## config.mk

```make
export PLATFORM = sky130hd
export DESIGN_NAME = fit_based_block_allocator_core
export DESIGN_NICKNAME = d
export VERILOG_FILES = /design/src/rtl/fba_pkg.sv /design/src/rtl/fba_datapath.sv /design/src/rtl/fba_ctrl.sv /design/src/rtl/fit_based_block_allocator_core.sv
export VERILOG_INCLUDE_DIRS = /design/src /design/src/rtl
export SDC_FILE = /design/constraint.sdc
export NUM_CORES = 1
export LEC_CHECK = 0
export BUFFER_PORTS_ARGS = -buffer_cell sky130_fd_sc_hd__buf_4
export CORE_AREA = 2 2 203 205
export CTS_BUF_LIST = sky130_fd_sc_hd__clkbuf_4 sky130_fd_sc_hd__clkbuf_8 sky130_fd_sc_hd__clkbuf_16
export DETAILED_ROUTE_END_ITERATION = 10
export DIE_AREA = 0 0 205 207
export SKIP_LAST_GASP = 1
export SLEW_MARGIN = 15
export SYNTH_ARGS = -nofsm -noshare
export SYNTH_HDL_FRONTEND = slang
export SYNTH_HIERARCHICAL = 1
export SYNTH_SLANG_ARGS = --single-unit
```

## constraint.sdc

```tcl
create_clock -name clk -period 6.5 [get_ports clk]
set_input_delay 1.3 -clock clk [delete_from_list [all_inputs] [get_ports clk]]
set_output_delay 1.3 -clock clk [all_outputs]
set_load 0.02 [all_outputs]
```

## src/rtl/fit_based_block_allocator_core_defines.svh

```systemverilog
// Assertion macros for the fit-based block allocator.
// Used by the top level; needs clk and rst in scope.
`ifndef FIT_BASED_BLOCK_ALLOCATOR_CORE_DEFINES_SVH
`define FIT_BASED_BLOCK_ALLOCATOR_CORE_DEFINES_SVH

// Same-cycle implication.
`define FBA_ASSERT_NOW(label, ante, cons, msg) \
  label: assert property (@(posedge clk) disable iff (rst) (ante) |-> (cons)) \
    else $error(msg);

// Next-cycle implication.
`define FBA_ASSERT_NEXT(label, ante, cons, msg) \
  label: assert property (@(posedge clk) disable iff (rst) (ante) |=> (cons)) \
    else $error(msg);

`endif

```

## src/rtl/fba_pkg.sv

```systemverilog
// Shared constants, codes and control structs of the block allocator.
// No dependencies.
`timescale 1ns / 1ps

package fba_pkg;

  localparam int NUM_BLOCKS = 16;
  localparam int SIZE_BITS  = 16;
  localparam int IDX_W      = (NUM_BLOCKS > 1) ? $clog2(NUM_BLOCKS) : 1;
  localparam int CNT_W      = $clog2(NUM_BLOCKS + 1);
  localparam int STRAT_W    = 2;
  localparam int COUNT_W    = 5;
  localparam int CFG_IDX_W  = 1;
  localparam int CFG_DATA_W = 5;

  // strategy codes
  localparam logic [STRAT_W-1:0] STRAT_FIRST = 2'd0;
  localparam logic [STRAT_W-1:0] STRAT_BEST  = 2'd1;
  localparam logic [STRAT_W-1:0] STRAT_WORST = 2'd2;

  // command codes
  localparam logic CMD_LOAD  = 1'b0;
  localparam logic CMD_ALLOC = 1'b1;

  // register indexes
  localparam logic [CFG_IDX_W-1:0] REG_STRATEGY    = 1'b0;
  localparam logic [CFG_IDX_W-1:0] REG_BLOCK_COUNT = 1'b1;

  // controller -> datapath
  typedef struct packed {
    logic load;    // write table entry from input word
    logic start;   // latch request, clear scan state
    logic step;    // examine one entry
    logic commit;  // write result register, mark block used
  } fba_cmd_t;

  // datapath -> controller
  typedef struct packed {
    logic skip;       // nothing to scan: bad strategy or zero count
    logic last;       // current entry is the last in range
    logic first_hit;  // first fit found a block at current entry
  } fba_stat_t;

endpackage

```

## src/rtl/fba_datapath.sv

```systemverilog
// Datapath: config registers, size table, used marks, scan compare and result.
// Depends on fba_pkg.
`timescale 1ns / 1ps

module fba_datapath
  import fba_pkg::*;
(
  input  logic                  clk,
  input  logic                  rst,
  input  logic                  cfg_we,
  input  logic [CFG_IDX_W-1:0]  cfg_index,
  input  logic [CFG_DATA_W-1:0] cfg_data,
  input  logic [IDX_W-1:0]      block_index,
  input  logic [SIZE_BITS-1:0]  size_value,
  input  fba_cmd_t              cmd_bus,
  output fba_stat_t             stat_bus,
  output logic                  found,
  output logic [IDX_W-1:0]      granted_block
);

  logic [STRAT_W-1:0]   strategy;
  logic [COUNT_W-1:0]   block_count;
  logic [SIZE_BITS-1:0] sizes [NUM_BLOCKS];
  logic [NUM_BLOCKS-1:0] used;

  logic [SIZE_BITS-1:0] req;
  logic [IDX_W-1:0]     cnt;
  logic                 pick_valid;
  logic [IDX_W-1:0]     pick_idx;
  logic [SIZE_BITS-1:0] best_left;

  logic [CNT_W-1:0]     limit;
  logic [SIZE_BITS-1:0] entry_size;
  logic [SIZE_BITS-1:0] left;
  logic                 fit;
  logic                 better;

  // count saturates at table depth
  assign limit = (block_count > COUNT_W'(NUM_BLOCKS)) ? CNT_W'(NUM_BLOCKS)
                                                       : CNT_W'(block_count);

  assign entry_size = sizes[cnt];
  assign fit        = !used[cnt] && (entry_size >= req);
  assign left       = entry_size - req;

  always_comb begin
    better = 1'b0;
    if (fit) begin
      if (!pick_valid) begin
        better = 1'b1;
      end else if (strategy == STRAT_BEST) begin
        better = (left < best_left);
      end else if (strategy == STRAT_WORST) begin
        better = (left > best_left);
      end
    end
  end

  assign stat_bus.skip      = (strategy != STRAT_FIRST && strategy != STRAT_BEST &&
                               strategy != STRAT_WORST) || (limit == '0);
  assign stat_bus.last      = ((CNT_W'(cnt) + CNT_W'(1)) == limit);
  assign stat_bus.first_hit = (strategy == STRAT_FIRST) && fit;

  // config registers
  always_ff @(posedge clk) begin
    if (rst) begin
      strategy    <= STRAT_FIRST;
      block_count <= COUNT_W'(NUM_BLOCKS);
    end else if (cfg_we) begin
      unique case (cfg_index)
        REG_STRATEGY:    strategy    <= cfg_data[STRAT_W-1:0];
        REG_BLOCK_COUNT: block_count <= cfg_data[COUNT_W-1:0];
        default: ;
      endcase
    end
  end

  // size table, no reset
  always_ff @(posedge clk) begin
    if (cmd_bus.load) begin
      sizes[block_index] <= size_value;
    end
  end

  // used marks
  always_ff @(posedge clk) begin
    if (rst) begin
      used <= '0;
    end else if (cmd_bus.load) begin
      used[block_index] <= 1'b0;
    end else if (cmd_bus.commit && pick_valid) begin
      used[pick_idx] <= 1'b1;
    end
  end

  // scan state
  always_ff @(posedge clk) begin
    if (rst) begin
      pick_valid <= 1'b0;
    end else if (cmd_bus.start) begin
      pick_valid <= 1'b0;
    end else if (cmd_bus.step && better) begin
      pick_valid <= 1'b1;
    end
  end

  always_ff @(posedge clk) begin
    if (cmd_bus.start) begin
      req <= size_value;
      cnt <= '0;
    end else if (cmd_bus.step) begin
      cnt <= cnt + IDX_W'(1);
      if (better) begin
        pick_idx  <= cnt;
        best_left <= left;
      end
    end
  end

  // result register
  always_ff @(posedge clk) begin
    if (cmd_bus.commit) begin
      found         <= pick_valid;
      granted_block <= pick_valid ? pick_idx : '0;
    end
  end

endmodule

```

## src/rtl/fba_ctrl.sv

```systemverilog
// Controller: sequences load, scan and commit; owns the handshakes.
// Depends on fba_pkg.
`timescale 1ns / 1ps

module fba_ctrl
  import fba_pkg::*;
(
  input  logic      clk,
  input  logic      rst,
  input  logic      in_valid,
  output logic      in_ready,
  input  logic      cmd,
  output logic      out_valid,
  input  logic      out_ready,
  input  fba_stat_t stat_bus,
  output fba_cmd_t  cmd_bus
);

  typedef enum logic [1:0] {
    ST_IDLE,
    ST_SCAN,
    ST_COMMIT
  } state_t;

  state_t state;
  logic   accept;
  logic   commit_ok;

  assign in_ready  = (state == ST_IDLE);
  assign accept    = in_valid && in_ready;
  assign commit_ok = (state == ST_COMMIT) && (!out_valid || out_ready);

  always_comb begin
    cmd_bus.load   = accept && (cmd == CMD_LOAD);
    cmd_bus.start  = accept && (cmd == CMD_ALLOC);
    cmd_bus.step   = (state == ST_SCAN);
    cmd_bus.commit = commit_ok;
  end

  always_ff @(posedge clk) begin
    if (rst) begin
      state     <= ST_IDLE;
      out_valid <= 1'b0;
    end else begin
      if (commit_ok) begin
        out_valid <= 1'b1;
      end else if (out_ready) begin
        out_valid <= 1'b0;
      end
      unique case (state)
        ST_IDLE: begin
          if (accept && cmd == CMD_ALLOC) begin
            state <= stat_bus.skip ? ST_COMMIT : ST_SCAN;
          end
        end
        ST_SCAN: begin
          if (stat_bus.first_hit || stat_bus.last) begin
            state <= ST_COMMIT;
          end
        end
        ST_COMMIT: begin
          if (commit_ok) begin
            state <= ST_IDLE;
          end
        end
        default: state <= ST_IDLE;
      endcase
    end
  end

endmodule

```

## src/rtl/fit_based_block_allocator_core.sv

```systemverilog
// Fit-based block allocator: top level joining controller and datapath.
// Depends on fba_pkg, fba_ctrl, fba_datapath and the assertion macro header.
//
// Usage:
//   Input channel (in_valid/in_ready) carries one word: cmd, block_index,
//   size_value. cmd load writes size_value into table entry block_index and
//   clears its used mark; it gives no result word.
//   cmd allocate searches the first block_count entries for a free block of
//   at least size_value, by the strategy register (first, best or worst
//   fit; ties go to the lowest index), marks it used and returns one result
//   word (found, granted_block) on the output channel (out_valid/out_ready).
//   Timing: an allocate walks the table with one comparator, one entry per
//   cycle, over n = min(block_count, 16) entries, and ends early when first
//   fit hits; strategy 3 or a zero count skips the scan. The commit step then
//   writes the result word, and no new word is taken before it is done.
//   Output stall: the result register holds its word; a later load is still
//   taken, but the next allocate waits at commit until the slot is free.
//   Reset (rst, synchronous): strategy = first fit, block_count = 16, all used
//   marks clear, output empty. Table sizes are undefined until loaded. Config:
//   cfg_we/cfg_index/cfg_data; user writes only while block is idle, unchecked.
`timescale 1ns / 1ps
`include "fit_based_block_allocator_core_defines.svh"

module fit_based_block_allocator_core
  import fba_pkg::*;
(
  input  logic                  clk,
  input  logic                  rst,
  // config write port
  input  logic                  cfg_we,
  input  logic [CFG_IDX_W-1:0]  cfg_index,
  input  logic [CFG_DATA_W-1:0] cfg_data,
  // input word
  input  logic                  in_valid,
  output logic                  in_ready,
  input  logic                  cmd,
  input  logic [IDX_W-1:0]      block_index,
  input  logic [SIZE_BITS-1:0]  size_value,
  // result word
  output logic                  out_valid,
  input  logic                  out_ready,
  output logic                  found,
  output logic [IDX_W-1:0]      granted_block
);

  fba_cmd_t  cmd_bus;
  fba_stat_t stat_bus;

  // sequencing and handshakes
  fba_ctrl u_ctrl (
    .clk       (clk),
    .rst       (rst),
    .in_valid  (in_valid),
    .in_ready  (in_ready),
    .cmd       (cmd),
    .out_valid (out_valid),
    .out_ready (out_ready),
    .stat_bus  (stat_bus),
    .cmd_bus   (cmd_bus)
  );

  // table, compare and result register
  fba_datapath u_datapath (
    .clk           (clk),
    .rst           (rst),
    .cfg_we        (cfg_we),
    .cfg_index     (cfg_index),
    .cfg_data      (cfg_data),
    .block_index   (block_index),
    .size_value    (size_value),
    .cmd_bus       (cmd_bus),
    .stat_bus      (stat_bus),
    .found         (found),
    .granted_block (granted_block)
  );

  // a miss always reports block zero
  `FBA_ASSERT_NOW(a_miss_zero, out_valid && !found, granted_block == '0, "miss with nonzero block")
  // an allocate drops in_ready in the cycle after it is accepted
  `FBA_ASSERT_NEXT(a_alloc_busy, in_valid && in_ready && cmd == CMD_ALLOC, !in_ready, "allocate not busy")
  // a load completes in its accept cycle
  `FBA_ASSERT_NEXT(a_load_quick, in_valid && in_ready && cmd == CMD_LOAD, in_ready, "load stalled input")
  // a new result only comes out of the commit step, never from idle
  `FBA_ASSERT_NOW(a_result_src, $rose(out_valid), $past(!in_ready), "result from idle")

endmodule
```

* After elaboration in Yosys (flattened, before gate mapping)
Memory sizes are Yosys's and may differ from the RTL's. A register that Yosys moved wholly into a read port is not among the register bits. Index checks and enable logic that the tools add are counted.
Word-level totals: register bits after elaboration 72, bits in latches 0, memory bits (writable) 256, memory bits (read-only) 0, output and inout port bits 7, memories 1
Memory list:
- u_datapath.sizes | depth 16, bits a word 16, read ports 1, clocked after memory_dff 1, write ports 1, RTL line fba_datapath.sv:23 | logic [SIZE_BITS-1:0] sizes [NUM_BLOCKS];
Operators by class: $add $sub $neg 3, $mul 0, divide/modulo/power cells 0, $lt $le $gt $ge 9, eq/ne operators 10, shift operators 0, multiplexer cells 24, bitwise logic cells 6, reductions and logical operators 28
Operators by type and width (count):
- 16-bit 2-to-1 mux | 2
- 16-bit bitwise AND | 1
- 16-bit >= comparator | 1
- 16-bit greater-than comparator | 1
- 16-bit < comparator | 1
- 16-bit NOT | 1
- 16-bit bitwise OR | 1
- 16-bit subtractor | 1
- 4-bit by 5-bit < comparator with 1-bit output, second input constant | 3
- 1-bit logical AND | 12
- 1-bit 2-to-1 mux | 11
- 1-bit demux with 4-bit select | 2
- 4-bit by 1-bit >= comparator with 1-bit output, second input constant | 2
- 2-bit 2-to-1 mux | 4
- 4-bit 2-to-1 mux | 2
- 2-bit != test, second input constant | 3
- 2-bit case mux with 3 select lines | 1
- 3-bit AND reduction | 2
- 2-bit nonzero test | 3
- 4-bit by 1-bit adder with 5-bit output, second input constant | 1
- 5-bit == test | 1
- 5-bit greater-than comparator, second input constant | 1
- 5-bit zero test | 1
- 5-bit 2-to-1 mux | 1
- other kinds (11) | 21

* Logic depth before layout (Yosys ltp)
depth in word-level cells 8, depth in mapped cells 18, gate-level depth less buffers 17

* Modules after synthesis
Netlist, hierarchy kept.
By module, submodules not included:
- fba_datapath | times used 1, cells an instance 789, area each 13763.2 sq um
- fba_ctrl | times used 1, cells an instance 20, area each 182.7 sq um

* Least setup slack after synthesis
No wires, ideal clock.
kind register -> register, start point register (tool-made name), end point register u_datapath.best_left[0] (enable), library setup time 394 ps, data arrival time 5366 ps, slack 740 ps, stages on the path, launching flop included 17, buffers on the path 2, clock period less this slack 5760 ps, path through dfxtp_1 buf_2 buf_2 mux4_2 mux4_2 ha_1 nor2b_1 o2111ai_1 a31oi_1 or4b_2 o311ai_0 ha_1 a41o_1 a21oi_1 o221ai_1 o311a_1 nor3_2
RTL lines:
- to (signal assigned) | RTL line fba_datapath.sv:115 | best_left <= left;
- to (decl) | RTL line fba_datapath.sv:30 | logic [SIZE_BITS-1:0] best_left;

==> results.sh <==
export IMPL_status="finished, final reports clean"
export IMPL_first_global_vias=7610
export IMPL_tightest_slew_ns=0.734
export IMPL_grt_max_degree=39
export IMPL_fmax_mhz=177
export IMPL_slowest_delay_ns=0.64
export IMPL_clkSinkCount=332
export IMPL_synth_cells=809
export IMPL_synth_top_cell_by_area="edfxtp_1"
export IMPL_wl_per_cell_um=21.8
export IMPL_cp_slowest_cell="or4b_2"
export IMPL_via_count=7498
export IMPL_worstPathArrival_ns=5.88
export IMPL_initial_utilization=0.345
export IMPL_grt_pass1_wl_um=48200
export IMPL_fp_row_count=74
export IMPL_die_area_sq_mm=0.0424
export IMPL_ys_top_cells_by_area="edfxtp_1 64%, mux4_2 14%, dfxtp_1 5.0%, ha_1 3.1%, a21oi_1 1.7%"
export IMPL_core_area_sq_mm=0.0404
export IMPL_ctsResizeCount=0
export IMPL_crit_path_start_kind="flip-flop"
export IMPL_p_leak_nw=5.35
export IMPL_cts_reportedPaths_clkPinSlew_ns=0.06
export IMPL_slew_headroom=0.504
export IMPL_drt_iter0_markers=518
export IMPL_synth_top_area_frac=0.640
export IMPL_syn_area_sq_mm=0.0139
export IMPL_synth_edf_count=297
export IMPL_hold_violations=0
export IMPL_cp_end_kind="flip-flop"
export IMPL_drive_gt1_frac=0.262
export IMPL_ant_nets=0
export IMPL_post_dp_hpwl_um=19300
export IMPL_maxCapViolations=0
export IMPL_hold_slack_ns=0.478
export IMPL_firstDrtPassIters=4
export IMPL_h_tree_depth=2
export IMPL_hold_class="flip-flop to flip-flop"
export IMPL_cts_root_buf="clkbuf_16"
export IMPL_drcViolationCount=0
export IMPL_synth_warning_count=6
export IMPL_worstHoldStart="u_datapath/used[2]"
export IMPL_clkLatencyLatePin_ns=0.53
export IMPL_syn_num_nets=876
export IMPL_rsz0062_at_grt="no"
export IMPL_dpl_cell_area_sq_mm=0.0151
export IMPL_die_x_um=205
export IMPL_area_delta_synth_final_pct=16.3
export IMPL_place_gp_congestion=0.782
export IMPL_avgSynthCellArea_sq_um=17.2
export IMPL_grt_ovfl_total=0
export IMPL_critPathKind="flip-flop to flip-flop"
export IMPL_numCtsBuffers=35
export IMPL_diodes=0
export IMPL_synth_seq_cells=332
export IMPL_fin_area_sq_mm=0.0162
export IMPL_viasPerCell=5.21
export IMPL_period_share=0.870
export IMPL_layout_min_cycle_time_ns=5.66
export IMPL_synth_flop_cell="edfxtp_1"
export IMPL_pin_count=39
export IMPL_seq_area_frac_synth=0.690
export IMPL_antenna_found_initial=1
export IMPL_crit_path_max_fanout=38
export IMPL_cts_setup_buffers=0
export IMPL_async_flop_share=0
export IMPL_ctsHoldBuffers=0
export IMPL_setup_violations=0
export IMPL_path_cells="buf_12 -> mux4_2 -> mux4_2 -> ha_1 -> a21o_1 -> o21ai_0 -> a31oi_1 -> or4b_2 -> o311ai_0 -> ha_1 -> a41o_1 -> a21oi_1 -> o221ai_1 -> o311a_1 -> nor3_2 -> buf_4"
export IMPL_nNetsFinal=951
export IMPL_synth_cell_types=61
export IMPL_fill_cells=3654
export IMPL_slew_viol_final=0
export IMPL_cts_tree="done"
export IMPL_fin_skew_ns=0.0124
export IMPL_peakVddDrop_mv=0.147
export IMPL_power_density_mw_per_mm2=375
export IMPL_fin_tns_setup_ns=0
export IMPL_totalWireLength_um=31400
export IMPL_dieHeight_um=207
export IMPL_clk_path_buf_depth=3
export IMPL_io_buffers=38
export IMPL_grt_usage=0.152
export IMPL_path_buf_inv=2
export IMPL_critPathTopFamily="compound AO/OA/AOI/OAI gates"
export IMPL_required_ns=6.72
## metal layers
| layer | part of all wire | track usage | up-vias | routed length (um) |
|---|---|---|---|---|
| met5 | 0.00038 | 0 | - | 12 |
| met4 | 0.019 | 0.0399 | 2 | 602 |
| met3 | 0.049 | 0.0253 | 47 | 1540 |
| met2 | 0.50 | 0.253 | 179 | 15800 |
| met1 | 0.43 | 0.207 | 3886 | 13500 |
| li1 | - | - | 3384 | - |
## state kept, by name (all words and copies together) (netlist names), 2 cells and up, named ones only
register	cells
u_datapath/granted_block	4
u_datapath/cnt	4
u_ctrl/state	2
u_datapath/sizes	256
u_datapath/best_left	16
u_datapath/pick_idx	4
u_datapath/block_count	5
u_datapath/used	16
u_datapath/strategy	2
u_datapath/req	16
## worst paths after layout
check / end / slack, ns / cells after the start
worst max register to register: u_datapath/pick_idx[1] / 0.84 / 16
worst min-delay path: u_datapath/used[2] / 0.48 / 2
worst min register to register: u_datapath/used[2] / 0.48 / 2
worst max-delay path: u_datapath/pick_idx[1] / 0.84 / 16
## through the flow
step	total power [mW]	utilization	cells	worst slack [ns]
after floorplan	3.72	-	809	0.740
after global placement	4.15	0.374	1379	0.834
after detailed placement	4.17	0.374	1379	0.799
after CTS	6.14	0.402	1438	0.778
after global routing	6.39	0.402	1438	0.382
final	6.07	0.402	1438	0.843
## final cells by class
cell class	count	area, sq um	area share
multi-input cells	407	4090	0.252
well taps	532	666	0.0411
repair buffers	68	548	0.0338
flip-flops and latches	332	9620	0.594
clock inverters	12	149	0.00918
clock buffers	47	985	0.0607
inverters	40	150	0.00926
## synth_stat cells, drive strengths merged, types with 2 or more instances
master   number
xor2          9
a211oi        4
inv          40
or4b          2
nand3b        4
nand2b       11
nor2b         9
dfxtp        35
nand4bb       2
o21ai        19
nand2        33
a31oi         3
and4          2
or2           2
mux4         85
a22o          2
nor3         13
buf          12
nand4         6
o21a          2
edfxtp      297
nand3        23
o32ai         2
a21oi        47
nor4b         3
nor2         34
and3          3
nor3b         3
o311ai        5
nor4          4
or3b          2
ha           34
mux2i         4
and2          6
a21o          6
xnor2         6
clkbuf       18
## cell usage in the layout, fill, tap and decap left out, types with 3 or more instances in the layout
cell type / netlist / final
nor4b_1: 3 / 3
nand3_1: 23 / 23
xor2_1: 9 / 9
clkbuf_16: 0 / 35
clkbuf_4: 0 / 9
o21ai_0: 19 / 19
nor2_2: 0 / 12
clkbuf_8: 0 / 3
nor3_1: 12 / 8
inv_1: 40 / 40
nor2b_1: 9 / 9
clkinv_2: 0 / 5
a31oi_1: 3 / 3
a21o_1: 6 / 6
edfxtp_1: 297 / 297
and2_1: 6 / 6
and3_1: 3 / 3
nor3_2: 1 / 5
ha_1: 34 / 34
dfxtp_1: 35 / 33
xnor2_1: 6 / 6
buf_12: 0 / 3
nand4_1: 6 / 6
buf_4: 1 / 65
mux4_2: 85 / 85
nand3b_1: 4 / 4
nand2_1: 33 / 33
a21oi_1: 47 / 47
o311ai_0: 5 / 5
a211oi_1: 4 / 4
nor2_1: 34 / 22
mux2i_1: 4 / 4
nand2b_1: 11 / 11
nor4_1: 4 / 4
## cell families after synthesis
kind of cell / after synthesis / share of synthesized area
AOI/OAI and AO/OA: 104 / 0.0461
xor gates and xnor gates: 15 / 0.00942
adders and majority gates: 35 / 0.0319
buffers and inverters: 70 / 0.0204
DFF: 332 / 0.690
muxes: 89 / 0.140
and+or+nand+nor: 164 / 0.0623
## where the power goes
part | internal (mW) | total, mW | switching (mW)
Clock | 1.15 | 1.97 | 0.813
Combinational | 0.787 | 1.60 | 0.815
Sequential | 2.42 | 2.51 | 0.0898
## worst reg2reg max path, stage by stage (launching register included)
cell and delay [ns]:
dfxtp_4 0.52, buf_12 0.34, mux4_2 0.61, mux4_2 0.47, ha_1 0.37, a21o_1 0.23
o21ai_0 0.23, a31oi_1 0.13, or4b_2 0.64, o311ai_0 0.18, ha_1 0.34, a41o_1 0.18
a21oi_1 0.13, o221ai_1 0.15, o311a_1 0.37, nor3_2 0.21, buf_4 0.24
Note: power is estimated with default switching activity, not from simulation.
